`src/hw/rtl/ufe_pkg.sv`:
```
// ---------------------------------------------------------------------------
// ufe_pkg
// Shared types and constants of the union-find engine: element index width,
// table size, command codes and the memory request bundle.
// ---------------------------------------------------------------------------
package ufe_pkg;

   // Index width is fixed by the word format; the table covers every index.
   localparam int IDX_W        = 10;
   localparam int NUM_ELEMENTS = 1 << IDX_W;

   typedef logic [IDX_W-1:0] idx_type;

   localparam idx_type LAST_INDEX = idx_type'(NUM_ELEMENTS - 1);

   // Command codes carried in the command field.
   localparam logic CMD_UNION = 1'b0;
   localparam logic CMD_FIND  = 1'b1;

   // One write and one read request toward the parent table.
   typedef struct packed {
      logic    wr_en;
      idx_type wr_addr;
      idx_type wr_data;
      logic    rd_en;
      idx_type rd_addr;
   } mem_req_type;

endpackage

```
`src/hw/rtl/ufe_walk.sv`:
```
// ---------------------------------------------------------------------------
// ufe_walk
// Command sequencer of the union-find engine. Clears the parent table after
// reset, then runs find (climb and path compression) and union (splicing)
// as read-modify-write walks over the table memory.
// ---------------------------------------------------------------------------
module ufe_walk (
   input  logic                 clock,
   input  logic                 reset,
   input  logic                 req_valid,
   input  logic                 req_command,
   input  ufe_pkg::idx_type     req_first_index,
   input  ufe_pkg::idx_type     req_second_index,
   output logic                 req_stall,
   input  ufe_pkg::idx_type     rd_data,
   output ufe_pkg::mem_req_type mem_req,
   output logic                 res_valid,
   output ufe_pkg::idx_type     res_data,
   input  logic                 res_taken
);

   typedef enum logic [7:0] {
      ST_CLEAR     = 8'b0000_0001,
      ST_IDLE      = 8'b0000_0010,
      ST_FIND_UP   = 8'b0000_0100,
      ST_FIND_COMP = 8'b0000_1000,
      ST_UNI_A     = 8'b0001_0000,
      ST_UNI_B     = 8'b0010_0000,
      ST_UNI_CMP   = 8'b0100_0000,
      ST_DONE      = 8'b1000_0000
   } state_type;

   state_type        state_ff, state_in;
   ufe_pkg::idx_type clr_ff, clr_in;
   ufe_pkg::idx_type a_ff, a_in;     // find cursor, or first union cursor
   ufe_pkg::idx_type b_ff, b_in;     // second union cursor
   ufe_pkg::idx_type pa_ff, pa_in;   // parent of a_ff
   ufe_pkg::idx_type pb_ff, pb_in;   // parent of b_ff
   ufe_pkg::idx_type root_ff, root_in;
   ufe_pkg::idx_type res_ff, res_in;
   logic             first_ff, first_in;

   always_comb begin
      state_in = state_ff;
      clr_in   = clr_ff;
      a_in     = a_ff;
      b_in     = b_ff;
      pa_in    = pa_ff;
      pb_in    = pb_ff;
      root_in  = root_ff;
      res_in   = res_ff;
      first_in = first_ff;
      mem_req  = '0;

      case (state_ff)
         ST_CLEAR: begin
            mem_req.wr_en   = 1'b1;
            mem_req.wr_addr = clr_ff;
            mem_req.wr_data = clr_ff;
            clr_in          = clr_ff + 1'b1;
            if (clr_ff == ufe_pkg::LAST_INDEX) begin
               state_in = ST_IDLE;
            end
         end
         ST_IDLE: begin
            if (req_valid) begin
               a_in            = req_first_index;
               b_in            = req_second_index;
               root_in         = req_first_index;
               first_in        = 1'b1;
               mem_req.rd_en   = 1'b1;
               mem_req.rd_addr = req_first_index;
               if (req_command == ufe_pkg::CMD_FIND) begin
                  state_in = ST_FIND_UP;
               end else begin
                  state_in = ST_UNI_A;
               end
            end
         end
         ST_FIND_UP: begin
            // rd_data is the parent of root_ff.
            mem_req.rd_en = 1'b1;
            if (rd_data == root_ff) begin
               mem_req.rd_addr = a_ff;
               state_in        = ST_FIND_COMP;
            end else begin
               root_in         = rd_data;
               mem_req.rd_addr = rd_data;
            end
         end
         ST_FIND_COMP: begin
            // rd_data is the parent of a_ff; point a_ff at the root and climb.
            if (rd_data == root_ff || a_ff == root_ff) begin
               res_in   = root_ff;
               state_in = ST_DONE;
            end else begin
               mem_req.wr_en   = 1'b1;
               mem_req.wr_addr = a_ff;
               mem_req.wr_data = root_ff;
               mem_req.rd_en   = 1'b1;
               mem_req.rd_addr = rd_data;
               a_in            = rd_data;
            end
         end
         ST_UNI_A: begin
            pa_in    = rd_data;
            first_in = 1'b0;
            if (first_ff) begin
               mem_req.rd_en   = 1'b1;
               mem_req.rd_addr = b_ff;
               state_in        = ST_UNI_B;
            end else begin
               state_in = ST_UNI_CMP;
            end
         end
         ST_UNI_B: begin
            pb_in    = rd_data;
            state_in = ST_UNI_CMP;
         end
         ST_UNI_CMP: begin
            if (pa_ff == pb_ff) begin
               res_in   = pa_ff;
               state_in = ST_DONE;
            end else if (pa_ff < pb_ff) begin
               mem_req.wr_en   = 1'b1;
               mem_req.wr_addr = a_ff;
               mem_req.wr_data = pb_ff;
               if (pa_ff == a_ff) begin
                  res_in   = pb_ff;
                  state_in = ST_DONE;
               end else begin
                  // Climb on the first side; the parent of b is unchanged.
                  a_in            = pa_ff;
                  mem_req.rd_en   = 1'b1;
                  mem_req.rd_addr = pa_ff;
                  state_in        = ST_UNI_A;
               end
            end else begin
               mem_req.wr_en   = 1'b1;
               mem_req.wr_addr = b_ff;
               mem_req.wr_data = pa_ff;
               if (pb_ff == b_ff) begin
                  res_in   = pa_ff;
                  state_in = ST_DONE;
               end else begin
                  b_in            = pb_ff;
                  mem_req.rd_en   = 1'b1;
                  mem_req.rd_addr = pb_ff;
                  state_in        = ST_UNI_B;
               end
            end
         end
         ST_DONE: begin
            if (res_taken) begin
               state_in = ST_IDLE;
            end
         end
         default: begin
            state_in = ST_CLEAR;
         end
      endcase
   end

   always_ff @(posedge clock) begin
      if (reset) begin
         state_ff <= ST_CLEAR;
         clr_ff   <= '0;
         first_ff <= 1'b0;
      end else begin
         state_ff <= state_in;
         clr_ff   <= clr_in;
         first_ff <= first_in;
      end
   end

   always_ff @(posedge clock) begin
      a_ff    <= a_in;
      b_ff    <= b_in;
      pa_ff   <= pa_in;
      pb_ff   <= pb_in;
      root_ff <= root_in;
      res_ff  <= res_in;
   end

   assign req_stall = (state_ff != ST_IDLE);
   assign res_valid = (state_ff == ST_DONE);
   assign res_data  = res_ff;

endmodule

```
`config.mk`:
```
export PLATFORM = sky130hd
export DESIGN_NAME = ufe_walk
export DESIGN_NICKNAME = d
export VERILOG_FILES = /design/src/hw/rtl/ufe_pkg.sv /design/src/hw/rtl/ufe_walk.sv
export SDC_FILE = /design/constraint.sdc
export NUM_CORES = 1
export LEC_CHECK = 0
export ABC_AREA = 1
export BUFFER_PORTS_ARGS = -buffer_cell sky130_fd_sc_hd__buf_4
export CORE_MARGIN = 5
export CORE_UTILIZATION = 58
export DETAILED_ROUTE_END_ITERATION = 6
export GPL_TIMING_DRIVEN = 0
export PLACE_DENSITY = 0.81
export SYNTH_ARGS = -nofsm -noshare
export SYNTH_HDL_FRONTEND = slang
export SYNTH_SLANG_ARGS = --single-unit
```
`constraint.sdc`:
```
create_clock -name clock -period 2.7 [get_ports clock]
set_input_delay 0.54 -clock clock [delete_from_list [all_inputs] [get_ports clock]]
set_output_delay 0.54 -clock clock [all_outputs]
set_load 0.05 [all_outputs]
```
# After elaboration in Yosys (flattened, before gate mapping)
# Index checks and enable logic that the tools add are counted.
# word_totals
regBits	79
in_bits	35
out_inout_bits	44
elab_cells	95
# classes
add_sub_neg	1
order_cmp	1
eq_ne	29
n_mux	43
reduce_logical	12
# op_table
op	count
$mux 10	16
$mux 8	9
$mux 32	2
$pmux 8 s8	1
$pmux 21 s3	1
$pmux 10 s2	3
$pmux 11 s5	1
$eq 10x10->1	5
$mux 11	4
$mux 31	1
$pmux 10 s3	1
$ne 2x2->1 const B	11
$add 10x1->10 const B	1
$eq 10x10->1 const B	1
$lt 10x10->1	1
$reduce_and 5->1	2
$eq 8x1->1 const B	1
$eq 8x2->1 const B	1
$eq 8x3->1 const B	1
$eq 8x4->1 const B	1
$eq 8x5->1 const B	1
$eq 8x6->1 const B	1
$eq 8x7->1 const B	1
$eq 8x8->1 const B	1
14 further kinds	18

# Depth between registers and ports, before layout
# Gate-level depths: netlist (run 1).
# depth
depth_word	5
depth_mapped	16
mapped_depth_nobuf	15

# Worst setup path after synthesis (run 1)
# No wires, ideal clock.
# synth_path
path_kind	reg2out
start	register pa_ff[9]
end	output port mem_req[21] in the netlist's numbering
arrival_ns	2.586
required_time_ns	2.160
slack_ns	-0.426
path_stages_with_launch	10
n_path_buf	0
cell_sequence	edfxtp_1 -> ha_1 -> nand2_1 -> nor2_1 -> nand3_1 -> nand3_2 -> nand2_1 -> inv_1 -> a22oi_1 -> o21ai_0
# synth_rtl
item	line	source
from (decl)	ufe_walk.sv:37	ufe_pkg::idx_type pa_ff, pa_in;
from (signal assigned)	ufe_walk.sv:179	pa_ff <= pa_in;
to (decl)	ufe_walk.sv:16	output ufe_pkg::mem_req_type mem_req,

==> results of run 1 <==
[cell usage after synthesis, types with 2 or more instances]
cell	n
nand4_1	17
buf_6	2
buf_4	4
a21oi_2	3
nor2_1	43
buf_2	9
nor4_1	4
a221o_1	4
nor3_1	9
nand3_2	6
nor2_8	2
o211ai_2	5
nand2_1	221
dfxtp_1	19
ha_1	11
o21ai_1	5
nand3_4	2
o22ai_1	12
inv_4	3
xor2_1	6
xnor2_1	17
o211ai_1	14
nand2_2	5
a22oi_1	5
nor2_2	4
a21oi_1	26
nand3_1	31
nand2_4	2
nor2_4	5
inv_1	104
edfxtp_1	60
o21ai_0	41
inv_2	6
o221ai_1	4
clkbuf_1	3
[worst paths after layout]
path | from | end | cells past startpoint
worst min register to register | clr_ff[4]$_SDFFE_PP0N_ | clr_ff[4]$_SDFFE_PP0N_ | 2
worst max register to register | pa_ff[4]$_DFFE_PP_ | a_ff[2]$_DFFE_PP_ | 12
worst min-delay path | reset | first_ff$_SDFFE_PP0P_ | 2
worst max-delay path | pa_ff[4]$_DFFE_PP_ | mem_req[21] | 13
[per-stage QoR]
step	setup WS [ps]	power, mW	instance area (sq um)
floorplan	-49.55	1.537	5534
global placement	-642.5	1.656	6281
detailed placement	-476.8	1.663	6295
CTS	-321.2	2.509	6862
global route	-448.9	2.593	7380
finish	-378.1	2.543	7380
[worst register-to-register path, delay by kind of cell, from the launching register on]
kind	cells	cell delay [ps]
compound gates	1	590
fa+ha+maj	1	310
buf+inv	3	340
flops	1	510
simple gates	7	600
[state kept, by name, indices dropped and copies added, names as in the netlist, 8 cells and up]
signal / flops
clr_ff: 10
pb_ff: 10
b_ff: 10
a_ff: 10
res_data: 10
pa_ff: 10
root_ff: 10
state_ff: 8
[final cells by class]
type	count	area (sq um)	share of cell area
inverter	115	455.4	0.06172
multi-input combinational	517	3221	0.4364
clock inverter	4	26.28	0.003561
tap	129	161.4	0.02187
sequential	79	2182	0.2957
buffer	18	140.1	0.01899
clock buffer	12	156.4	0.02119
timing repair buffer	121	1037	0.1406
[where the power goes]
group | internal, mW | switching (mW) | leakage (nW)
sequential | 1.31 | 0.0113 | 0.693
clock | 0.393 | 0.493 | 0.101
combinational | 0.120 | 0.215 | 2.44
[layer usage]
layer  GRT usage  wire, um  vias up
li1            -         -     2704
met1      0.4550      7704     2828
met2      0.5608      9812      569
met3     0.07139      2740      143
met4      0.1686      1526        0
met5           0         0        -
[repair_timing]
| action | CTS | global route |
|---|---|---|
| setup endpoints to repair | 72 | 72 |
| pin swaps | 4 | 20 |
| gates resized for setup | 66 | 81 |
| buffers inserted | 22 | 21 |
| hold endpoints to repair | 0 | 0 |
| cloned | 1 | 0 |
[cell families after synthesis]
logic type      count (synthesis)
compound gates                126
xor+xnor                       23
fa+ha+maj                      11
buf+inv                       133
flops                          79
simple gates                  356
==> flow_summary.yaml, run 1 <==
outcome:
  status: "complete, but fails checks"
  violations: "DRC, setup timing"
final_layout:
  layout.core_utilization: 0.7949
  final_net_count: 907
  final_common_cell: "nand2_1"
  area_growth_synth_to_finish_pct: 33.50
  fillers: 645
  final_layout_size_suffix_gt1_frac: 0.3210
  n_antenna_cell: 0
  post_layout_nonfiller_instances: 995
  final_cell_mix: "209 x nand2_1, 95 x buf_4, 87 x inv_1, 60 x edfxtp_1, 38 x nor2_1"
grt:
  initial_antenna_violation_count: 0
  first_global_vias: 5762
  grt_use_total: 0.3512
  grt_start_max_net_pins: 14
  grt-ovfl-total: 0
  grt_pass1_wl_mm: 30.71
sta:
  max_frequency_mhz: 324.9
  hold_viol: 0
  final.min_clock_period_ps: 3078
  finalMaxSlewViolations: 0
  relSlewSlack: 0.3760
  worst_slew_pin_slew_ps: 928.3
  holdWs_ps: 383.5
  min_period_over_period: 1.140
  finClkSkew_ps: 10.95
  post-route-worst-setup-slack_ps: -378.1
  grt_setup_unrepaired: "true"
  setup-violations-final: 52
  final.setup.tns_ps: -9876
yosys:
  synth_area_leaders: "edfxtp_1 33%, nand2_1 15%, inv_1 7.1%"
  postSynthCellCount: 728
  synth_top_family_by_area: "simple AND/OR/NAND/NOR gates"
  post_synth_xor_area_fraction: 0.03644
  synthDistinctLibCells: 49
  synthDominantAreaCellType: "edfxtp_1"
  synth-main-ff-cell: "edfxtp_1"
  syn_area_sq_um: 5528
  post_synth_and_or_nand_nor_area_fraction: 0.2983
  ys_seq_area_frac: 0.3947
  syn_area_per_cell_sq_um: 7.593
  synth_fp_nets: 774
  yosysWarnings: 0
  synthesized_flop_and_latch_total: 79
  fraction_of_synthesis_flops_using_an_asynchronous_set_or_reset_pin: 0
  synth_edf_count: 60
  synthMuxAreaShare: 0
  synth-compound-area-share: 0.1453
  post-synth-top-area-fraction: 0.3259
  yosys.area_share.adder: 0.02490
die:
  die-height_um: 107.6
  fp.dieW_um: 107.6
  core.rowCount: 35
  die-area_sq_um: 11580
  design.core.area_sq_um: 9284
  initial_core_utilization: 0.5954
  io_pins: 79
route:
  detail_route.first_pass.iterations: 7
  vias: 6244
  first_iter_violations: 947
  drt-wirelength-per-cell_um: 21.89
  remaining_drc_errors: 1
  viasPerCell: 6.275
  drt-total-wl_mm: 21.78
  route.antenna.remaining_nets: 0
power:
  vdd_ir_drop_max_v: 0.0002148
  power_density_nw_per_um2: 344.6
  leakagePower_nw: 3.233
cts:
  clock_tree.htree_level_count: 3
  cts_hold_buffers: 0
  clockBufferDepth: 2
  clock_tree_from_tritoncts: "done"
  clock_sink_count: 79
  clk_latency_ps: 370
  cts_inserted_buffers: 9
  clk_root_buffer_cell: "clkbuf_8"
  register_clock_pin_slew_on_the_reported_worst_setup_and_hold_paths_ps: 90
worst_setup_path:
  worst-endpoint-arrival_ps: 2540
  critical_path_peak_fanout: 7
  worstPathRequired_ps: 2160
  worst_path_largest_cell_delay_ps: 510
  cpMaxStageDelayCell: "edfxtp_1"
  critical_path.cell_chain: "ha_4 -> nand2_4 -> inv_1 -> nand2_1 -> nand2_1 -> nand2_2 -> nand3_4 -> nor2_4 -> buf_6 -> buf_4 -> a22oi_1 -> o21ai_1 -> buf_4"
  ff2ff_setup_slack_ps: -30
  worst_setup_path_end_kind: "output pin"
  criticalPathCategory: "register to output pin"
  startpoint_type: "register"
  critical-path-top-delay-family: "buffers and inverters"
  critical_path_buffers_and_inverters: 4
hold_path:
  timing.hold.worst.class: "input port to register"
placed_design:
  dp_hpwl_mm: 14.94
  port_buffers: 78
  place.detailed.instances: 936
  gpl.final_weighted_congestion: 1.019
run:
  timing.max_cap.violations: 0
Note: power is estimated with default switching activity, not from simulation.
==> run 2: changes to the inputs <==
--- a/config.mk
+++ b/config.mk
@@ -8,10 +8,11 @@
 export ABC_AREA = 1
 export BUFFER_PORTS_ARGS = -buffer_cell sky130_fd_sc_hd__buf_4
 export CORE_MARGIN = 5
-export CORE_UTILIZATION = 58
+export CORE_UTILIZATION = 55
 export DETAILED_ROUTE_END_ITERATION = 6
 export GPL_TIMING_DRIVEN = 0
-export PLACE_DENSITY = 0.81
+export PLACE_DENSITY = 0.77
+export SETUP_SLACK_MARGIN = 0.15
 export SYNTH_ARGS = -nofsm -noshare
 export SYNTH_HDL_FRONTEND = slang
 export SYNTH_SLANG_ARGS = --single-unit
==> run 2 against run 1 <==
The flow finishes with violations (setup timing). Global-route usage rose by 1.1 points. Clock skew rose by 1.7 ps. Clock-buffer cell count rose by 1. Power rose by 2.4%. Combinational power rose by 2%. Die area rose by 4.9%. Non-clock buffer count rose by 21. Final area rose by 5.3%. Cell count rose by 2.4%. Sequential cell count did not move. Highest routed layer unchanged.
==> flow_summary.yaml, run 2 (same netlist as run 1, synthesis figures left out) <==
placed_design:
  place.detailed.instances: 940
  dpl_worst_slack_ps: -593.8
  gpl.final_weighted_congestion: 0.9835
  placedInstanceArea_sq_um: 6350
  port_buffers: 78
  dp_hpwl_mm: 15.19
grt:
  grt_pass1_wl_mm: 32.25
  grt_use_total: 0.3622
  grt_start_max_net_pins: 15
  first_global_vias: 5900
  grt-ovfl-total: 0
  initial_antenna_violation_count: 0
route:
  remaining_drc_errors: 0
  route.antenna.remaining_nets: 0
  drt-total-wl_mm: 22.51
  vias: 6302
  viasPerCell: 6.184
  drt-wirelength-per-cell_um: 22.09
  detail_route.first_pass.iterations: 6
  first_iter_violations: 784
sta:
  relSlewSlack: 0.4032
  finClkSkew_ps: 12.61
  max_frequency_mhz: 319.7
  hold_viol: 0
  min_period_over_period: 1.159
  final.setup.tns_ps: -15210
  grt_setup_unrepaired: "true"
  post-route-worst-setup-slack_ps: -428.4
  setup-violations-final: 51
  worst_slew_pin_slew_ps: 887.8
  final.min_clock_period_ps: 3128
  finalMaxSlewViolations: 0
final_layout:
  post_layout_nonfiller_instances: 1019
  n_antenna_cell: 0
  layout.cell_area.non_filler_sq_um: 7770
  final_cell_mix: "200 x nand2_1, 108 x buf_4, 82 x inv_1, 60 x edfxtp_1, 37 x nor2_1"
  multi_input_comb_area_sq_um: 3338
  final_net_count: 927
  area_growth_synth_to_finish_pct: 40.56
  fillers: 629
  sequential_cell_area_in_the_final_layout_sq_um: 2182
  final_common_cell: "nand2_1"
  layout.core_utilization: 0.7949
  final_layout_size_suffix_gt1_frac: 0.3679
cts:
  cts_inserted_buffers: 9
  clock_tree.htree_level_count: 3
  register_clock_pin_slew_on_the_reported_worst_setup_and_hold_paths_ps: 90
  clockBufferDepth: 2
  cts_hold_buffers: 0
  clock_tree_from_tritoncts: "done"
  clk_root_buffer_cell: "clkbuf_8"
  clk_latency_ps: 380
  clock_sink_count: 79
worst_setup_path:
  worstPathRequired_ps: 2160
  criticalPathCategory: "register to output pin"
  r2r_worst_path_depth: 14
  setup.worst_path.start: "pb_ff[4]$_DFFE_PP_"
  worst_setup_path_end_kind: "output pin"
  startpoint_type: "register"
  regToRegStartpoint: "pb_ff[4]$_DFFE_PP_"
  critical_path_peak_fanout: 5
  crit-reg2reg-capture: "a_ff[9]$_DFFE_PP_"
  ff2ff_setup_slack_ps: -260
  crit_path_end: "mem_req[30]"
  worst-endpoint-arrival_ps: 2590
die:
  fp.dieW_um: 110.3
  initial_core_utilization: 0.5655
  die-height_um: 110.3
  io_pins: 79
  core.rowCount: 36
  die-area_sq_um: 12160
  design.core.area_sq_um: 9774
power:
  power_density_nw_per_um2: 335.0
  vdd_ir_drop_max_v: 0.0002787
  leakagePower_nw: 3.439
hold_path:
  timing.hold.worst.class: "input port to register"
run:
  timing.max_cap.violations: 0
outcome:
  violations: "setup timing"
  status: "complete, but fails checks"
==> run 2: changes by cell type in the layout (fill, tap and decap cells not counted), sizes merged <==
cell and delta:
buf +20, inv -3, clkbuf +2, clkinv +1, clkinvlp +1, nand2 -1
==> run 2: through the flow <==
stage / total power, mW / hold WS, ps
after floorplan: 1.540 / 457.9
after global placement: 1.658 / 490.7
after detailed placement: 1.663 / 480.6
after CTS: 2.576 / 399.1
after global routing: 2.690 / 385.5
final: 2.603 / 395.8
==> run 2: cell type report <==
class,count,area share
buffer,18,0.01965
inverter,115,0.05910
multi-input combinational,516,0.4296
timing repair buffer,142,0.1631
sequential,79,0.2808
tap,133,0.02142
clock inverter,3,0.002899
clock buffer,13,0.02335
==> run 2: worst min-delay path by stage <==
| stage | start | endpoint | slack [ps] | cells after the start |
|---|---|---|---|---|
| floorplan | first_ff$_SDFFE_PP0P_ | first_ff$_SDFFE_PP0P_ | 460 | 2 |
| global route | reset | first_ff$_SDFFE_PP0P_ | 390 | 2 |
| detailed placement | first_ff$_SDFFE_PP0P_ | first_ff$_SDFFE_PP0P_ | 480 | 2 |
| global placement | first_ff$_SDFFE_PP0P_ | first_ff$_SDFFE_PP0P_ | 490 | 2 |
| finish | reset | first_ff$_SDFFE_PP0P_ | 400 | 2 |
| CTS | reset | first_ff$_SDFFE_PP0P_ | 400 | 2 |
==> run 2: report_power, final <==
group | switching (mW) | internal [mW] | leakage (nW)
Combinational | 0.215 | 0.128 | 2.64
Clock | 0.486 | 0.451 | 0.104
Sequential | 0.0124 | 1.31 | 0.693
Total | 0.713 | 1.89 | 3.44
==> run 2: critical path, stage by stage (launching register included) <==
cell      delay (ps)
edfxtp_1         440
inv_2            110
ha_4             210
nand2_4           90
inv_2             40
nand2_1           80
nand2_1           70
nand2_2           80
nand3_4          140
nor2_4           190
buf_6            150
buf_8            130
nand2_2           50
o21ai_1           90
nand2_1           90
nand3_2           90
buf_8            150
==> run 2: routing by layer <==
| metal | global-route usage | up-vias | wire length (um) |
|---|---|---|---|
| met3 | 0.06465 | 110 | 2645 |
| met5 | 0 | - | 0 |
| met4 | 0.1865 | 0 | 1328 |
| met1 | 0.4661 | 2918 | 8295 |
| met2 | 0.5841 | 534 | 10240 |
| li1 | - | 2740 | - |
==> run 2: what timing repair did <==
action                     CTS  global route
hold endpoints to repair     0             0
setup endpoints to repair   72            62
setup buffers               30            33
pin swaps                   26            41
gates resized for setup    136            58
